**config.mk**
```make
export PLATFORM = sky130hd
export DESIGN_NAME = measurement_frame_crc_parser_unit
export DESIGN_NICKNAME = d
export VERILOG_FILES = /design/src/rtl/mfcp_pkg.sv /design/src/rtl/measurement_frame_crc_parser_unit.sv /design/src/rtl/mfcp_frame_core.sv
export VERILOG_INCLUDE_DIRS = /design/src /design/src/rtl
export SDC_FILE = /design/constraint.sdc
export NUM_CORES = 1
export LEC_CHECK = 0
export ABC_AREA = 1
export BUFFER_PORTS_ARGS = -buffer_cell sky130_fd_sc_hd__buf_2
export CORE_UTILIZATION = 54
export CTS_CLUSTER_DIAMETER = 150
export DETAILED_ROUTE_END_ITERATION = 8
export GPL_TIMING_DRIVEN = 0
export PLACE_DENSITY_LB_ADDON = 0.1
export SYNTH_ARGS = -nofsm -noshare
export SYNTH_HDL_FRONTEND = slang
export SYNTH_SLANG_ARGS = --single-unit
export TNS_END_PERCENT = 5
```
**constraint.sdc**
```tcl
create_clock -name clk_i -period 6.51 [get_ports clk_i]
set_input_delay 0.9765 -clock clk_i [delete_from_list [all_inputs] [get_ports clk_i]]
set_output_delay 0.9765 -clock clk_i [all_outputs]
set_load 0.05 [all_outputs]
```
**src/rtl/assert_macros.svh**
```systemverilog
// assertion macros shared by the rtl files
// expects clk_i and rst_ni in the scope where a macro is used
`ifndef ASSERT_MACROS_SVH
`define ASSERT_MACROS_SVH
`ifndef SYNTHESIS
`define MFCP_ASSERT(label, prop) \
  label: assert property (@(posedge clk_i) disable iff (!rst_ni) prop) \
    else $error("mfcp assertion failed");
`define MFCP_ASSERT_NEVER(label, cond) \
  label: assert property (@(posedge clk_i) disable iff (!rst_ni) !(cond)) \
    else $error("mfcp forbidden condition seen");
`else
`define MFCP_ASSERT(label, prop)
`define MFCP_ASSERT_NEVER(label, cond)
`endif
`endif

```
**src/rtl/mfcp_pkg.sv**
```systemverilog
// types, constants and crc helpers for the measurement frame parser
// no dependencies
package mfcp_pkg;

  localparam int unsigned FrameBytes = 18;
  localparam int unsigned PosW       = 5;
  localparam logic [7:0]  CrcPoly    = 8'h31;
  localparam logic [7:0]  CrcInit    = 8'hFF;
  localparam logic [7:0]  CrcTop     = 8'h80;

  typedef enum logic [1:0] {
    StOk    = 2'd0,
    StCrc   = 2'd1,
    StShort = 2'd2
  } status_e;

  typedef struct packed {
    status_e     status;
    logic [31:0] humidity_bits;
    logic [31:0] temperature_bits;
    logic [31:0] co2_bits;
  } result_t;

  // one byte through the msb-first crc-8 register
  function automatic logic [7:0] crc_feed(logic [7:0] crc, logic [7:0] b);
    logic [7:0] c;
    c = crc ^ b;
    for (int i = 0; i < 8; i++) begin
      if ((c & CrcTop) != 8'h00) begin
        c = (c << 1) ^ CrcPoly;
      end else begin
        c = c << 1;
      end
    end
    return c;
  endfunction

  function automatic logic [7:0] crc_of_pair(logic [15:0] pair);
    return crc_feed(crc_feed(CrcInit, pair[15:8]), pair[7:0]);
  endfunction

endpackage

```
**src/rtl/measurement_frame_crc_parser_unit.sv**
```systemverilog
// Parses an 18-byte measurement reply (six triples of two data bytes and a
// crc-8 byte, poly 0x31, init 0xff) into three raw 32-bit words for co2,
// temperature and humidity, first byte most significant. One byte beat is
// taken every clock cycle; the result beat is written to the output register
// as the 18th byte is taken. Status is ok, crc error (words zero) or
// short frame (words zero) when frame_start arrives mid-frame. The input side
// stalls only while a result beat sits unread in the single output register.
// Depends on mfcp_pkg, mfcp_frame_core and assert_macros.svh.
`include "assert_macros.svh"

module measurement_frame_crc_parser_unit (
  input  logic        clk_i,
  input  logic        rst_ni,
  input  logic        s_axis_tvalid,
  output logic        s_axis_tready,
  input  logic [7:0]  s_axis_tdata,   // [7:0] rx_byte
  input  logic [0:0]  s_axis_tuser,   // [0] frame_start
  output logic        m_axis_tvalid,
  input  logic        m_axis_tready,
  output logic [95:0] m_axis_tdata,   // [31:0] co2_bits, [63:32] temperature_bits,
                                      // [95:64] humidity_bits
  output logic [1:0]  m_axis_tuser    // [1:0] status
);
  import mfcp_pkg::*;

  logic    s_accept;
  logic    core_valid;
  result_t core_res;
  logic    out_valid_q;
  result_t out_q;
  logic    status_known;

  assign s_axis_tready = !out_valid_q || m_axis_tready;
  assign s_accept      = s_axis_tvalid && s_axis_tready;

  mfcp_frame_core u_core (
    .clk_i         (clk_i),
    .rst_ni        (rst_ni),
    .accept_i      (s_accept),
    .rx_byte_i     (s_axis_tdata),
    .frame_start_i (s_axis_tuser[0]),
    .res_valid_o   (core_valid),
    .res_o         (core_res)
  );

  always_ff @(posedge clk_i or negedge rst_ni) begin
    if (!rst_ni) begin
      out_valid_q <= 1'b0;
    end else if (s_accept && core_valid) begin
      out_valid_q <= 1'b1;
    end else if (m_axis_tready) begin
      out_valid_q <= 1'b0;
    end
  end

  always_ff @(posedge clk_i) begin
    if (s_accept && core_valid) begin
      out_q <= core_res;
    end
  end

  assign m_axis_tvalid = out_valid_q;
  assign m_axis_tdata  = {out_q.humidity_bits, out_q.temperature_bits, out_q.co2_bits};
  assign m_axis_tuser  = out_q.status;

  assign status_known = m_axis_tuser inside {StOk, StCrc, StShort};

  // error results never carry word data
  `MFCP_ASSERT(a_err_words_zero, m_axis_tvalid && (m_axis_tuser != StOk) |-> m_axis_tdata == '0)
  `MFCP_ASSERT_NEVER(a_status_code, m_axis_tvalid && !status_known)
  // a result produced on a taken byte lands in the output register
  `MFCP_ASSERT(a_result_loaded, s_accept && core_valid |=> m_axis_tvalid)

endmodule

```
**src/rtl/mfcp_frame_core.sv**
```systemverilog
// frame position tracking, word assembly and crc checks for one reply frame
// depends on mfcp_pkg
module mfcp_frame_core (
  input  logic             clk_i,
  input  logic             rst_ni,
  input  logic             accept_i,
  input  logic [7:0]       rx_byte_i,
  input  logic             frame_start_i,
  output logic             res_valid_o,
  output mfcp_pkg::result_t res_o
);
  import mfcp_pkg::*;

  logic [PosW-1:0] pos_q, pos_d;
  logic [15:0]     pair_q, pair_d;
  logic [31:0]     co2_q, co2_d;
  logic [31:0]     temp_q, temp_d;
  logic [31:0]     hum_q, hum_d;
  logic            fail_q, fail_d;

  logic [PosW-1:0] pos_eff;
  logic [PosW-1:0] pos_w;
  logic [PosW-1:0] pos_n;
  logic            active;
  logic            is_crc;

  assign pos_eff = (pos_q >= PosW'(FrameBytes)) ? '0 : pos_q;
  assign is_crc  = pos_w inside {5'd2, 5'd5, 5'd8, 5'd11, 5'd14, 5'd17};
  assign pos_n   = pos_w + PosW'(1);

  always_comb begin
    pos_d       = pos_q;
    pair_d      = pair_q;
    co2_d       = co2_q;
    temp_d      = temp_q;
    hum_d       = hum_q;
    fail_d      = fail_q;
    res_valid_o = 1'b0;
    res_o       = '0;
    active      = 1'b1;
    pos_w       = pos_eff;

    if (frame_start_i) begin
      // restart drops any partial frame
      if (pos_eff != '0) begin
        res_valid_o  = 1'b1;
        res_o.status = StShort;
      end
      pair_d = '0;
      co2_d  = '0;
      temp_d = '0;
      hum_d  = '0;
      fail_d = 1'b0;
      pos_w  = '0;
    end else if (pos_eff == '0) begin
      active = 1'b0;
      pos_d  = '0;
    end

    if (active) begin
      if (!is_crc) begin
        pair_d = {pair_d[7:0], rx_byte_i};
        if (pos_w < PosW'(6)) begin
          co2_d = {co2_d[23:0], rx_byte_i};
        end else if (pos_w < PosW'(12)) begin
          temp_d = {temp_d[23:0], rx_byte_i};
        end else begin
          hum_d = {hum_d[23:0], rx_byte_i};
        end
      end else if (crc_of_pair(pair_d) != rx_byte_i) begin
        fail_d = 1'b1;
      end

      if (pos_n == PosW'(FrameBytes)) begin
        res_valid_o = 1'b1;
        if (fail_d) begin
          res_o.status = StCrc;
        end else begin
          res_o.status           = StOk;
          res_o.co2_bits         = co2_d;
          res_o.temperature_bits = temp_d;
          res_o.humidity_bits    = hum_d;
        end
        pos_d = '0;
      end else begin
        pos_d = pos_n;
      end
    end
  end

  always_ff @(posedge clk_i or negedge rst_ni) begin
    if (!rst_ni) begin
      pos_q  <= '0;
      pair_q <= '0;
      co2_q  <= '0;
      temp_q <= '0;
      hum_q  <= '0;
      fail_q <= 1'b0;
    end else if (accept_i) begin
      pos_q  <= pos_d;
      pair_q <= pair_d;
      co2_q  <= co2_d;
      temp_q <= temp_d;
      hum_q  <= hum_d;
      fail_q <= fail_d;
    end
  end

endmodule
```
# Word-level counts from Yosys, hierarchy flattened
# Index checks and enable logic that the tools add are counted.
# word_totals
input_bits,13
out_inout_bits,100
reg_bits,217
wordCells,145
# op_classes
n_bitwise,20
n_mux,90
n_eq_ne,9
n_lt_le_gt_ge,3
addsub,1
n_reduce_logical,11
# ops
op,count
two-way mux 32 bit,14
two-way mux 8 bit,32
two-way mux 98 bit,2
two-way mux 6 bit,16
two-way mux 96 bit,1
two-way mux 16 bit,3
inverter 3 bit,16
two-way mux 5 bit,6
"== test 5 x 4 -> 1 bit, second input constant",3
two-way mux 1 bit,14
"== test 5 bit, second input constant",2
!= test 8 bit,1
inverter 8 bit,1
XOR 8 bit,1
nonzero test 6 bit,1
"adder 5 x 1 -> 5 bit, second input constant",1
"== test 5 x 2 -> 1 bit, second input constant",1
"== test 5 x 3 -> 1 bit, second input constant",1
">= comparator 5 bit, second input constant",1
zero test 5 bit,1
"less-than comparator 5 x 3 -> 1 bit, second input constant",1
"less-than comparator 5 x 4 -> 1 bit, second input constant",1
nonzero test 5 bit,1
two-way mux 2 bit,2
8 further kinds,11

# Logic depth before layout (Yosys ltp)
# depth
depth_word,75
mapped_depth,25
mapped_depth_nobuf,22

# Hierarchy
# A second synthesis with hierarchy kept.
# unflattened
cells_unflattened,1233
hier_area_um2,10676.5
# modules_own_cells
mod,seq_area_each_um2,cells_per_inst,area_each_um2,instances
mfcp_frame_core,2952.8,1126,7669.9,1
measurement_frame_crc_parser_unit,2967.8,107,3006.6,1

# Worst setup path before layout
# No wires, ideal clock.
# synth_path
path_type,in2reg
start,input s_axis_tuser
end,register out_q (netlist bit m_axis_tdata[0]) (enable)
path_slack_ns,-0.544
stages,14
arrival_time_ns,6.498
required_time_ns,5.954
cell_sequence,buf_6 inv_4 buf_8 buf_2 nand2_1 inv_1 ha_1 inv_1 xor2_1 inv_1 nand4_1 o21ai_0 inv_1 nor2_1
# synth_via
elab_chain_cells,6
# synth_lines
item,line_no,source
start: declaration,measurement_frame_crc_parser_unit.sv:17,"input logic [0:0] s_axis_tuser,"
two-way mux 5 bit,mfcp_frame_core.sv:43,if (frame_start_i) begin
adder 5 x 1 -> 5 bit,mfcp_frame_core.sv:29,assign pos_n = pos_w + PosW'(1);
== test 5 bit,mfcp_frame_core.sv:74,if (pos_n == PosW'(FrameBytes)) begin
two-way mux 1 bit,mfcp_frame_core.sv:74,
two-way mux 1 bit (*),mfcp_frame_core.sv:60,if (active) begin
logical AND 1 bit (*),measurement_frame_crc_parser_unit.sv:57,if (s_accept && core_valid) begin
end signal: assignment,measurement_frame_crc_parser_unit.sv:58,out_q <= core_res;
end: declaration,measurement_frame_crc_parser_unit.sv:30,result_t out_q;
# Mark *: on every way between the ends. The rest lies on a longest branch, timed or not.
# A chain may end at the register's enable or synchronous reset.

# Final worst setup path
# layout_path
start,input s_axis_tuser
end,register out_q (netlist bit m_axis_tdata[90]) (enable)
# Same word-level chain as after synthesis.

==> results.cfg <==
[power_and_ir_drop]
intPower_mw = 2.943
combPwrFrac_pct = 32.2
power_frac_seq_pct = 37.8
power.switching_mw = 1.793
vdd_drop_max_mv = 0.2272
p_clk_share_pct = 30.0
p_leak_nw = 5.178
swShare_pct = 37.85
total_power_mw = 4.735
p_per_area_mw_per_mm2 = 377.3

[clocking]
post-cts-setup-buffers = 0
numClockSinks = 217
numCtsBuffers = 24
cts-hold-fix-buffers = 0
clk_latency_ns = 0.53
clock_path_buffers = 3
cts_tree = yes
htreeDepth = 1
clk_pin_slew_ns = 0.06
clockRootBuffer = clkbuf_16
cts_resized = 0

[min_path]
hold_path_class = in -> async

[global_route]
grt_max_degree = 66
globalRouteOverflowTotal = 0
grt_pass1_wl_um = 43820
grt_pass1_vias = 8573
track_usage_pct = 27.70
antenna_found_initial = 0

[sta]
hold_viol = 0
fin_ws_ns = 3.013
slew_violations = 0
finalCritPeriodShare_pct = 53.71
fin_tns_setup_ns = 0
skew_ns = 0.01471
period_needed_ns = 3.497
tightest_slew_ns = 0.6316
maxSlewHeadroom_pct = 57.89
fmaxAchievable_mhz = 286.0
grt_setup_unrepaired = no
setup_viol = 0

[yosys]
yosysSeqAreaShare_pct = 55.15
synth_edf_count = 98
synth_nets = 1281
ys_ff_latch = 217
syn_area_mm2 = 0.01074
synth_cell_types = 30
synth-main-ff-cell = dfrtp_1
synth_cells = 1264
ys.warnings.count = 0
synth-async-reset-ratio_pct = 54.84
avgSynthCellArea_um2 = 8.493

[floorplanning]
start_util_pct = 55.16
die-area_mm2 = 0.02045
core_mm2 = 0.01946
ios = 113
die_y_um = 143.0
row_count = 51
die_x_um = 143.0

[flow_run]
cap_violations = 0

[critical_path]
crit_fanout = 28
r2r_end = u_core.hum_q[31]$_DFFE_PN0P_
cp.required_ns = 6.74
r2r_cells = 13
cp-start-kind = input port
reg2reg_slack_ns = 3.21
critical_path_class = in -> reg
arrival_ns = 3.73
cp-end-kind = flop
r2r_start = u_core.pos_q[2]$_DFFE_PN0P_

[final_layout]
nNetsFinal = 1422
area.growth.synth_to_final_pct = 16.92
fin_util_pct = 64.49
ff_latch_area_mm2 = 0.005921
fillers = 1666
multi_input_area_mm2 = 0.003849
fin_cells = 1688
layout_commonest_cell = nand2_1
n_antenna_cell = 0
drive_above_1_share_pct = 16.09
mostFrequentLayoutCells = 266 x nand2_1, 198 x o21ai_0, 152 x inv_1

[outcome]
status = complete, no violations

[route]
drcViolationCount = 0
vias = 9137
wl_per_cell_um = 16.14
wl_um = 27250
viasPerCell = 5.413
ant_nets = 0
drt-initial-drc-count = 795
dr.pass1.iters = 5

[placed_design]
placedCellCount = 1644
portBuffers = 111
dpl.hpwl_um = 18860
dp_slack_ns = 2.476
place.gp.congestion = 0.9103
## worst max-delay path by stage
stage | from | end | depth (start not counted) | slack, ns
2_1_floorplan | s_axis_tuser | m_axis_tdata[0]$_SDFFCE_PP0P_ | 14 | 1.13
3_3_place_gp | s_axis_tuser | m_axis_tdata[85]$_SDFFCE_PP0P_ | 14 | -0.31
3_5_place_dp | s_axis_tuser | m_axis_tdata[57]$_SDFFCE_PP0P_ | 16 | 2.48
4_1_cts | s_axis_tuser | m_axis_tdata[94]$_SDFFCE_PP0P_ | 16 | 3.02
5_1_grt | s_axis_tuser | m_axis_tdata[94]$_SDFFCE_PP0P_ | 16 | 2.76
6_report | s_axis_tuser | m_axis_tdata[90]$_SDFFCE_PP0P_ | 16 | 3.01
## worst max-delay path: stages
cell and delay, ns:
buf_6 0.13, inv_4 0.07, buf_8 0.13, buf_2 0.22, nand2_1 0.15, inv_1 0.13, ha_1 0.17, inv_1 0.06
xor2_1 0.15, inv_1 0.11, nand4_1 0.20, o21ai_0 0.17, inv_1 0.12, nor2_4 0.41, buf_12 0.26, buf_12 0.21
## cells in the mapped netlist, drive strengths merged, types with 2 or more instances
cell | count | area share [%]
nand3b | 2 | 0.26
edfxtp | 98 | 27
nor2 | 134 | 6.1
nand4 | 3 | 0.17
a21oi | 66 | 3.1
o211ai | 2 | 0.14
inv | 156 | 5.5
clkbuf | 50 | 1.7
xor2 | 6 | 0.49
dfrtp | 119 | 28
nand2 | 276 | 9.9
o21ai | 200 | 9.3
nand3 | 120 | 5.6
buf | 24 | 1.8
ha | 4 | 0.47
## per-stage QoR
step           area, um2  hold slack, ns
2_1_floorplan      10740          0.4495
3_3_place_gp       11620          0.4632
3_5_place_dp       11720          0.4731
4_1_cts            12550          0.4250
5_1_grt            12550          0.4500
6_report           12550          0.4170
## routing by layer
metal,part of all wire [%],vias up,track usage [%]
met4,3.1,0,10.70
met3,6.5,66,4.427
li1,-,4421,-
met2,46,341,42.72
met1,45,4309,39.31
met5,0,-,0
## state kept, by name, indices dropped and copies added, names as in the netlist
signal,cells
m_axis_tvalid,1
u_core.co2_q,32
m_axis_tuser,2
u_core.temp_q,32
u_core.pair_q,16
u_core.hum_q,32
u_core.fail_q,1
u_core.pos_q,5
m_axis_tdata,96
## kinds of logic after synthesis
family | share of synthesized area (%)
simple gates | 22.14
compound gates | 12.60
buf+inv | 9.068
flops | 55.15
xor+xnor | 0.5711
fa+ha+maj | 0.4662
## final cells by class
cell class	instances	share of cell area [%]
Clock inverter	13	1.435
Sequential cell	217	47.17
Timing Repair Buffer	115	5.173
Tap cell	265	2.642
Clock buffer	31	5.163
Buffer	74	3.070
Inverter	156	4.685
Multi-Input combinational cell	817	30.66
## power groups by stage
stage	sequential, mW	clock [mW]	combinational (mW)
final	1.79	1.42	1.53
after CTS	1.79	1.45	1.52
after global placement	1.82	0	1.46
after global routing	1.82	1.49	1.72
after floorplan	2.02	0	0.920
after detailed placement	1.81	0	1.51
(Power assumes the default switching activity.)
